==> src/sv/assert_macros.svh <==
// assertion macros shared by the percent codec modules
`ifndef ASSERT_MACROS_SVH
`define ASSERT_MACROS_SVH

`ifndef NO_ASSERTIONS

// same-cycle implication
`define FPC_ASSERT_NOW(lbl, clk, rst_n, ante, cons) \
  lbl: assert property (@(posedge clk) disable iff (!rst_n) (ante) |-> (cons)) \
    else $error("fpc assertion failed");

// next-cycle implication
`define FPC_ASSERT_NEXT(lbl, clk, rst_n, ante, cons) \
  lbl: assert property (@(posedge clk) disable iff (!rst_n) (ante) |=> (cons)) \
    else $error("fpc assertion failed");

`else

`define FPC_ASSERT_NOW(lbl, clk, rst_n, ante, cons)
`define FPC_ASSERT_NEXT(lbl, clk, rst_n, ante, cons)

`endif

`endif

==> src/sv/fpc_pkg.sv <==
// types, constants and byte classifiers of the percent codec
package fpc_pkg;

  localparam logic [7:0] PCT = 8'h25;

  // job queue between front and back
  localparam int JOBQ_DEPTH = 4;
  localparam int JOBQ_AW    = 2;

  // one job: the result beats caused by one input beat
  typedef struct packed {
    logic [1:0]      nbeats;
    logic            has_byte;
    logic [2:0][7:0] bytes;
    logic            last;
    logic            was_escaped;
    logic            truncated;
  } job_t;

  typedef struct packed {
    logic       hit;
    logic [7:0] key;
  } match_t;

  // upper-case hex digit of a nibble
  function automatic logic [7:0] hex_digit(input logic [3:0] v);
    logic [7:0] r;
    if (v < 4'd10) begin
      r = 8'h30 + {4'b0, v};
    end else begin
      r = 8'h37 + {4'b0, v};
    end
    return r;
  endfunction

  // the thirty bytes that get escaped
  function automatic logic is_reserved(input logic [7:0] c);
    logic r;
    unique case (c) inside
      [8'h01:8'h08], 8'h0B, 8'h0C, [8'h0E:8'h1F], PCT, 8'h3A: r = 1'b1;
      default: r = 1'b0;
    endcase
    return r;
  endfunction

  // first digit of some escape ('0' to '3')
  function automatic logic leads_entry(input logic [7:0] a);
    return (a >= 8'h30) && (a <= 8'h33);
  endfunction

  // two upper-case digits naming a reserved byte
  function automatic match_t match_entry(input logic [7:0] a, input logic [7:0] b);
    match_t     m;
    logic [3:0] lo;
    logic       b_ok;
    b_ok = 1'b0;
    lo   = 4'd0;
    if ((b >= 8'h30) && (b <= 8'h39)) begin
      b_ok = 1'b1;
      lo   = b[3:0];
    end else if ((b >= 8'h41) && (b <= 8'h46)) begin
      b_ok = 1'b1;
      lo   = b[3:0] + 4'd9;
    end
    m.key = {2'b00, a[1:0], lo};
    m.hit = leads_entry(a) && b_ok && is_reserved(m.key);
    return m;
  endfunction

endpackage

==> src/sv/fpc_front.sv <==
// front: accepts name bytes, keeps codec state and builds at most one job per beat
`include "assert_macros.svh"
module fpc_front #(
  parameter int NAME_CHARS = 255
) (
  input  logic          clk,
  input  logic          rst_n,
  input  logic          push,
  output logic          full,
  input  logic          in_func,
  input  logic [7:0]    in_ch,
  input  logic          in_last,
  input  logic          q_full,
  output logic          job_wr,
  output fpc_pkg::job_t job
);
  import fpc_pkg::*;

  localparam int LIMIT = 4 * NAME_CHARS;
  localparam int CNT_W = $clog2(LIMIT + 1);

  logic [1:0]       pend_cnt_r, pend_cnt_nxt;
  logic [7:0]       pend_sec_r, pend_sec_nxt;
  logic [CNT_W-1:0] emit_cnt_r, emit_cnt_nxt;
  logic             esc_seen_r, esc_seen_nxt;
  logic             cut_seen_r, cut_seen_nxt;

  logic             acc;
  logic [2:0][7:0]  bv;
  logic [1:0]       n_v;
  logic [1:0]       need;
  logic [CNT_W-1:0] room;
  logic             resv;
  match_t           m;

  assign full = q_full;
  assign acc  = push && !q_full;

  // classify the beat and work out its result bytes
  always_comb begin
    bv           = '0;
    n_v          = 2'd0;
    need         = 2'd0;
    pend_cnt_nxt = pend_cnt_r;
    pend_sec_nxt = pend_sec_r;
    emit_cnt_nxt = emit_cnt_r;
    esc_seen_nxt = esc_seen_r;
    cut_seen_nxt = cut_seen_r;
    resv         = is_reserved(in_ch);
    room         = CNT_W'(LIMIT) - emit_cnt_r;
    m            = match_entry(pend_sec_r, in_ch);
    if (!in_func) begin
      // encode: escape or pass, then apply the length limit
      pend_cnt_nxt = 2'd0;
      pend_sec_nxt = 8'h00;
      if (resv) begin
        need         = 2'd3;
        bv[0]        = PCT;
        bv[1]        = hex_digit(in_ch[7:4]);
        bv[2]        = hex_digit(in_ch[3:0]);
        esc_seen_nxt = 1'b1;
      end else begin
        need  = 2'd1;
        bv[0] = in_ch;
      end
      if (room >= CNT_W'(need)) begin
        n_v = need;
      end else begin
        n_v          = room[1:0];
        cut_seen_nxt = 1'b1;
      end
      emit_cnt_nxt = emit_cnt_r + CNT_W'(n_v);
    end else begin
      // decode: lookahead over up to two held bytes
      case (pend_cnt_r)
        2'd0: begin
          if (in_ch == PCT) begin
            pend_cnt_nxt = 2'd1;
          end else begin
            bv[0] = in_ch;
            n_v   = 2'd1;
          end
        end
        2'd1: begin
          if (leads_entry(in_ch)) begin
            pend_cnt_nxt = 2'd2;
            pend_sec_nxt = in_ch;
          end else if (in_ch == PCT) begin
            bv[0]        = PCT;
            n_v          = 2'd1;
            pend_cnt_nxt = 2'd1;
          end else begin
            bv[0]        = PCT;
            bv[1]        = in_ch;
            n_v          = 2'd2;
            pend_cnt_nxt = 2'd0;
          end
        end
        default: begin
          if (m.hit) begin
            bv[0]        = m.key;
            n_v          = 2'd1;
            pend_cnt_nxt = 2'd0;
          end else if (in_ch == PCT) begin
            bv[0]        = PCT;
            bv[1]        = pend_sec_r;
            n_v          = 2'd2;
            pend_cnt_nxt = 2'd1;
          end else begin
            bv[0]        = PCT;
            bv[1]        = pend_sec_r;
            bv[2]        = in_ch;
            n_v          = 2'd3;
            pend_cnt_nxt = 2'd0;
          end
        end
      endcase
      // flush held bytes at the end of the name
      if (in_last) begin
        if (pend_cnt_nxt == 2'd2) begin
          bv[0] = PCT;
          bv[1] = pend_sec_nxt;
          n_v   = 2'd2;
        end else if (pend_cnt_nxt == 2'd1) begin
          case (n_v)
            2'd0:    bv[0] = PCT;
            2'd1:    bv[1] = PCT;
            default: bv[2] = PCT;
          endcase
          n_v = n_v + 2'd1;
        end
      end
    end
  end

  // job for the queue; an empty final step becomes an end marker
  always_comb begin
    job_wr = acc && ((n_v != 2'd0) || in_last);
    if (n_v == 2'd0) begin
      job.nbeats   = 2'd1;
      job.has_byte = 1'b0;
      job.bytes    = '0;
    end else begin
      job.nbeats   = n_v;
      job.has_byte = 1'b1;
      job.bytes    = bv;
    end
    job.last        = in_last;
    job.was_escaped = in_last && !in_func && esc_seen_nxt;
    job.truncated   = in_last && !in_func && cut_seen_nxt;
  end

  // codec state, cleared at the end of each name
  always_ff @(posedge clk) begin
    if (!rst_n) begin
      pend_cnt_r <= 2'd0;
      pend_sec_r <= 8'h00;
      emit_cnt_r <= '0;
      esc_seen_r <= 1'b0;
      cut_seen_r <= 1'b0;
    end else if (acc) begin
      if (in_last) begin
        pend_cnt_r <= 2'd0;
        pend_sec_r <= 8'h00;
        emit_cnt_r <= '0;
        esc_seen_r <= 1'b0;
        cut_seen_r <= 1'b0;
      end else begin
        pend_cnt_r <= pend_cnt_nxt;
        pend_sec_r <= pend_sec_nxt;
        emit_cnt_r <= emit_cnt_nxt;
        esc_seen_r <= esc_seen_nxt;
        cut_seen_r <= cut_seen_nxt;
      end
    end
  end

  `FPC_ASSERT_NEXT(a_last_clears, clk, rst_n, acc && in_last, (pend_cnt_r == 2'd0) && (emit_cnt_r == '0) && !esc_seen_r && !cut_seen_r)
  `FPC_ASSERT_NOW(a_emit_limit, clk, rst_n, 1'b1, emit_cnt_r <= CNT_W'(LIMIT))
  `FPC_ASSERT_NEXT(a_enc_drops_pend, clk, rst_n, acc && !in_func, pend_cnt_r == 2'd0)

endmodule

==> src/sv/fpc_jobq.sv <==
// short job queue between front and back
`include "assert_macros.svh"
module fpc_jobq (
  input  logic          clk,
  input  logic          rst_n,
  input  logic          wr_en,
  input  fpc_pkg::job_t wr_job,
  output logic          q_full,
  input  logic          rd_en,
  output fpc_pkg::job_t head,
  output logic          q_empty
);
  import fpc_pkg::*;

  job_t               mem_r [JOBQ_DEPTH];
  logic [JOBQ_AW-1:0] wr_ptr_r;
  logic [JOBQ_AW-1:0] rd_ptr_r;
  logic [JOBQ_AW:0]   cnt_r;

  assign q_full  = (cnt_r == (JOBQ_AW + 1)'(JOBQ_DEPTH));
  assign q_empty = (cnt_r == '0);
  assign head    = mem_r[rd_ptr_r];

  // entry storage
  always_ff @(posedge clk) begin
    if (wr_en) begin
      mem_r[wr_ptr_r] <= wr_job;
    end
  end

  // pointers and fill count
  always_ff @(posedge clk) begin
    if (!rst_n) begin
      wr_ptr_r <= '0;
      rd_ptr_r <= '0;
      cnt_r    <= '0;
    end else begin
      if (wr_en) begin
        wr_ptr_r <= wr_ptr_r + JOBQ_AW'(1);
      end
      if (rd_en) begin
        rd_ptr_r <= rd_ptr_r + JOBQ_AW'(1);
      end
      if (wr_en && !rd_en) begin
        cnt_r <= cnt_r + (JOBQ_AW + 1)'(1);
      end else if (rd_en && !wr_en) begin
        cnt_r <= cnt_r - (JOBQ_AW + 1)'(1);
      end
    end
  end

  `FPC_ASSERT_NOW(a_no_overflow, clk, rst_n, wr_en, !q_full)
  `FPC_ASSERT_NOW(a_no_underflow, clk, rst_n, rd_en, !q_empty)
  `FPC_ASSERT_NEXT(a_cnt_up, clk, rst_n, wr_en && !rd_en, cnt_r == $past(cnt_r) + (JOBQ_AW + 1)'(1))

endmodule

==> src/sv/fpc_back.sv <==
// back: walks the head job one result beat at a time into the output register
`include "assert_macros.svh"
module fpc_back (
  input  logic          clk,
  input  logic          rst_n,
  input  logic          q_empty,
  input  fpc_pkg::job_t q_head,
  output logic          q_rd,
  output logic          empty,
  input  logic          pop,
  output logic          out_has_byte,
  output logic [7:0]    out_byte,
  output logic          out_last,
  output logic          out_was_escaped,
  output logic          out_truncated
);
  import fpc_pkg::*;

  logic [1:0] idx_r;
  logic       ov_r;
  logic       has_r;
  logic [7:0] byte_r;
  logic       last_r;
  logic       we_r;
  logic       tr_r;

  logic       load;
  logic       take;
  logic       fin;

  // output register frees when empty or taken
  assign load = !ov_r || pop;
  assign take = load && !q_empty;
  assign fin  = (idx_r == (q_head.nbeats - 2'd1));
  assign q_rd = take && fin;

  assign empty           = !ov_r;
  assign out_has_byte    = has_r;
  assign out_byte        = byte_r;
  assign out_last        = last_r;
  assign out_was_escaped = we_r;
  assign out_truncated   = tr_r;

  // beat index within the head job and output valid
  always_ff @(posedge clk) begin
    if (!rst_n) begin
      idx_r <= 2'd0;
      ov_r  <= 1'b0;
    end else if (load) begin
      ov_r <= take;
      if (take) begin
        idx_r <= fin ? 2'd0 : (idx_r + 2'd1);
      end
    end
  end

  // result beat payload; flags ride on the job's final beat only
  always_ff @(posedge clk) begin
    if (take) begin
      has_r  <= q_head.has_byte;
      byte_r <= q_head.bytes[idx_r];
      last_r <= q_head.last && fin;
      we_r   <= q_head.was_escaped && fin;
      tr_r   <= q_head.truncated && fin;
    end
  end

  `FPC_ASSERT_NOW(a_idx_in_job, clk, rst_n, !q_empty, idx_r < q_head.nbeats)
  `FPC_ASSERT_NOW(a_marker_is_last, clk, rst_n, ov_r && !has_r, last_r)
  `FPC_ASSERT_NOW(a_flags_on_last, clk, rst_n, ov_r && (we_r || tr_r), last_r)

endmodule

==> src/sv/filename_percent_codec_unit.sv <==
// top level of the streaming percent codec for name bytes
// one name byte accepted per cycle while the four-entry job queue has room
// each byte yields up to three result beats, drained one beat per cycle by the back end while pop is given,
// so bytes that expand into several beats lower the sustained input rate
// first result beat passes through the job queue and then the output register before it reaches the ports
// synchronous active-low reset clears codec state, the queue and the output register
module filename_percent_codec_unit #(
  parameter int NAME_CHARS = 255
) (
  input  logic       clk,
  input  logic       rst_n,
  input  logic       push,
  output logic       full,
  input  logic       in_func,
  input  logic [7:0] in_ch,
  input  logic       in_last,
  output logic       empty,
  input  logic       pop,
  output logic       out_has_byte,
  output logic [7:0] out_byte,
  output logic       out_last,
  output logic       out_was_escaped,
  output logic       out_truncated
);
  import fpc_pkg::*;

  logic job_wr;
  job_t job;
  logic q_full;
  logic q_rd;
  logic q_empty;
  job_t q_head;

  // classify and build jobs
  fpc_front #(
    .NAME_CHARS(NAME_CHARS)
  ) u_front (
    .clk     (clk),
    .rst_n   (rst_n),
    .push    (push),
    .full    (full),
    .in_func (in_func),
    .in_ch   (in_ch),
    .in_last (in_last),
    .q_full  (q_full),
    .job_wr  (job_wr),
    .job     (job)
  );

  // decoupling queue
  fpc_jobq u_jobq (
    .clk     (clk),
    .rst_n   (rst_n),
    .wr_en   (job_wr),
    .wr_job  (job),
    .q_full  (q_full),
    .rd_en   (q_rd),
    .head    (q_head),
    .q_empty (q_empty)
  );

  // serialize jobs into result beats
  fpc_back u_back (
    .clk             (clk),
    .rst_n           (rst_n),
    .q_empty         (q_empty),
    .q_head          (q_head),
    .q_rd            (q_rd),
    .empty           (empty),
    .pop             (pop),
    .out_has_byte    (out_has_byte),
    .out_byte        (out_byte),
    .out_last        (out_last),
    .out_was_escaped (out_was_escaped),
    .out_truncated   (out_truncated)
  );

endmodule

==> config.mk <==
export PLATFORM = sky130hd
export DESIGN_NAME = filename_percent_codec_unit
export DESIGN_NICKNAME = d
export VERILOG_FILES = /design/src/sv/fpc_pkg.sv /design/src/sv/fpc_front.sv /design/src/sv/fpc_jobq.sv /design/src/sv/fpc_back.sv /design/src/sv/filename_percent_codec_unit.sv
export VERILOG_INCLUDE_DIRS = /design/src /design/src/sv
export SDC_FILE = /design/constraint.sdc
export NUM_CORES = 1
export LEC_CHECK = 0
export ABC_CLOCK_PERIOD_IN_PS = 5710
export BUFFER_PORTS_ARGS = -buffer_cell sky130_fd_sc_hd__buf_4
export CAP_MARGIN = 20
export CORE_MARGIN = 2
export CORE_UTILIZATION = 50
export CTS_CLUSTER_DIAMETER = 100
export DETAILED_ROUTE_END_ITERATION = 16
export PLACE_DENSITY_LB_ADDON = 0.12
export SLEW_MARGIN = 20
export SYNTH_ARGS = -nofsm -noshare
export SYNTH_HDL_FRONTEND = slang
export SYNTH_SLANG_ARGS = --single-unit
export TNS_END_PERCENT = 5
==> constraint.sdc <==
create_clock -name clk -period 5.71 [get_ports clk]
set_input_delay 1.142 -clock clk [delete_from_list [all_inputs] [get_ports clk]]
set_output_delay 1.142 -clock clk [all_outputs]
set_load 0.05 [all_outputs]
==> qor.yml <==
worst_pin_slew_ps: 769
antenna_found_initial: 0
end_kind: "flip-flop"
cap_violations: 0
arrival_ps: 5600
power_per_cell_area_nw_per_um2: 393
power_mw: 3.64
cts-buffers-inserted: 17
post_cts_buffers: 0
synth_enable_flop_cells: 132
clkTransAtPathRegs_ps: 60
rr_startpoint: "u_front.pend_sec_r[1]"
pin_count: 28
critPathRequiredTime_ps: 6050
gp_congestion: 0.891
start_kind: "input port"
portBuffers: 27
fin_worst_skew_ps: 10.0
cp-startpoint: "in_ch[5]"
via_per_inst: 5.98
drt_iter0_drc: 550
pre_cts_slack_ps: 25.4
grt_util_met2: 0.366
n_antenna_cell: 0
cts_tree: "yes"
regArea_um2: 4650
yosys_warnings: 0
rsz0062_at_grt: "false"
fillCellCount: 1322
status: "complete, no violations"
setup_tns_ps: 0
seq_area_frac_synth: 0.579
min-delay-start: "u_front.cut_seen_r"
nets: 701
ys_types: 70
synthArstFlopShare: 0
ctsResizeCount: 0
slew_headroom: 0.483
drt_wl_total_mm: 18.4
clk_latency_ps: 420
grtUsageTotal: 0.228
fin_cells: 895
path_max_fanout: 5
wl_per_cell_um: 20.5
maxSlewViolCount: 0
avgSynthCellArea_um2: 12.7
drive_gt1_frac: 0.205
gr-total-overflow: 0
fmax_mhz: 190
peakVddDrop_v: 0.000232
syn_to_final_growth_pct: 15.4
htreeDepth: 4
min_path_type: "flip-flop to flip-flop"
finalWorstSetupSlack_ps: 443
finalCriticalPeriod_ps: 5270
synth_ff_type: "edfxtp_1"
num_vias: 5350
ys_ff_latch: 166
core_um2: 15800
multi_input_area_um2: 3170
cts_buffer_depth: 2
dp_hpwl_mm: 12.1
cts_hold_buf: 0
dieArea_um2: 17100
place_inst: 863
die_h_um: 131
cts-root-buf: "clkbuf_16"
finalCritPeriodShare: 0.922
worstSetupPathType: "input port to flip-flop"
syn-cell-area_um2: 8020
drc: 0
initial_core_util: 0.509
use_met1: 0.316
setup_viol: 0
timing_hold_violations_final: 0
grt_max_degree: 31
die_w_um: 131
num_rows: 46
grt_pass1_wl_mm: 28.8
clock-sinks: 166
grt_use_met3: 0.0440
syn_inst: 632
dr.pass1.iters: 5
ant_nets: 0
synth_nets: 667
grt_pass1_vias: 5218
top_usage_layer: "met2"
p_leak_nw: 3.17
## placed cells by master (no fill, tap or decap), types with 4 or more instances in the layout
master     Yosys  routed
o211ai_1       4       4
nand3_1        9       9
or3_1          7       7
xor2_1         4       4
dfxtp_1       34      32
nor4_1         6       6
a31oi_1        7       7
buf_4          1      47
o22ai_1        9       9
nor3_1        24      24
a21oi_1       32      31
nand2_1       41      41
o21ai_0       19      19
nand2b_1       8       8
inv_1         31      29
nand4_1        9       9
and3_1         7       7
bufinv_16      0       4
xnor2_1        9       9
nor2b_1       14      14
ha_1          19      15
and2_1        15      14
a21boi_0       4       4
clkbuf_16      0      17
edfxtp_1     132     132
a32oi_1        4       4
mux4_2        30      30
mux2i_1       15      15
buf_12         0       4
nor2_1        41      40
a21o_1         4       4
a22oi_1        7       7
## cells in the mapped netlist (all sizes together), types with 8 or more instances
| cell type | number | share of area |
|---|---|---|
| nand2b | 8 | 0.0062 |
| edfxtp | 132 | 0.49 |
| o22ai | 9 | 0.0070 |
| dfxtp | 34 | 0.085 |
| or3 | 8 | 0.0069 |
| mux2i | 15 | 0.019 |
| nor2 | 41 | 0.019 |
| nand3 | 9 | 0.0056 |
| inv | 32 | 0.015 |
| nor3 | 25 | 0.016 |
| mux4 | 30 | 0.084 |
| nand2 | 41 | 0.019 |
| o21ai | 20 | 0.012 |
| and2 | 15 | 0.012 |
| xnor2 | 9 | 0.0098 |
| nand4 | 9 | 0.0070 |
| clkbuf | 24 | 0.011 |
| ha | 19 | 0.030 |
| nor2b | 14 | 0.011 |
| a21oi | 34 | 0.023 |
| buf | 12 | 0.0078 |
## per-layer routing
metal  up-vias  share of wire
met2       213           0.48
met1      2638           0.45
met3        32          0.056
li1       2467              -
met5         -              0
met4         0          0.019
## flip-flops by register name, summed over array words and instances (netlist names), named ones only
signal	flops
u_back.ov_r	1
u_jobq.mem_r	120
u_jobq.rd_ptr_r	2
u_back.out_last	1
u_front.emit_cnt_r	10
u_front.cut_seen_r	1
u_back.idx_r	2
u_back.out_byte	8
u_back.out_was_escaped	1
u_back.out_has_byte	1
u_back.out_truncated	1
u_front.pend_sec_r	8
u_front.esc_seen_r	1
u_front.pend_cnt_r	2
u_jobq.cnt_r	3
u_jobq.wr_ptr_r	2
## worst paths after layout
check	slack, ps	endpoint	cells after the start
max reg2reg	1660	u_jobq.cnt_r[2]	17
max	440	u_jobq.cnt_r[2]	22
min	480	u_front.cut_seen_r	2
min reg2reg	480	u_front.cut_seen_r	2
## critical path: stages
cell,delay (ps)
buf_4,120
inv_1,120
ha_2,200
nor2b_1,260
mux2_2,260
nand2_1,110
a221o_1,380
o2111ai_4,160
a211oi_2,120
or2_2,300
ha_1,290
nor2_1,110
a221oi_1,60
a22o_1,240
o21a_1,240
a21oi_4,140
ha_2,200
inv_1,60
fa_1,430
xor2_1,160
or3_1,300
a21boi_0,190
## power breakdown
part	total (mW)	internal [mW]	switching, mW
registers	1.57	1.50	0.0761
clock network	1.20	0.743	0.455
logic	0.870	0.339	0.531
total	3.64	2.58	1.06
## area by class of cell
class	instances	area share
Tap cell	216	0.0292
Clock inverter	12	0.0188
Inverter	32	0.0132
Multi-Input combinational cell	398	0.342
Sequential cell	166	0.502
Clock buffer	20	0.0482
Timing Repair Buffer	51	0.0468
## metrics by stage
| stage | cell area (µm²) | utilization | hold WS (ps) |
|---|---|---|---|
| after detailed placement | 8640 | 0.548 | 467 |
| final | 9260 | 0.587 | 477 |
| after CTS | 9260 | 0.587 | 482 |
| after floorplan | 8110 | - | 437 |
| after global routing | 9260 | 0.587 | 511 |
| after global placement | 8640 | 0.548 | 450 |
## cell families (layout without fill, tap and decap cells)
| logic type | count (synthesis) | after routing | synth area share |
|---|---|---|---|
| and+or+nand+nor | 196 | 196 | 0.128 |
| buffers and inverters | 68 | 115 | 0.0340 |
| muxes | 47 | 47 | 0.106 |
| adders and majority gates | 21 | 21 | 0.0346 |
| xor gates and xnor gates | 13 | 13 | 0.0142 |
| DFF | 166 | 166 | 0.579 |
| AOI/OAI and AO/OA | 121 | 121 | 0.105 |
(Power assumes the default switching activity.)
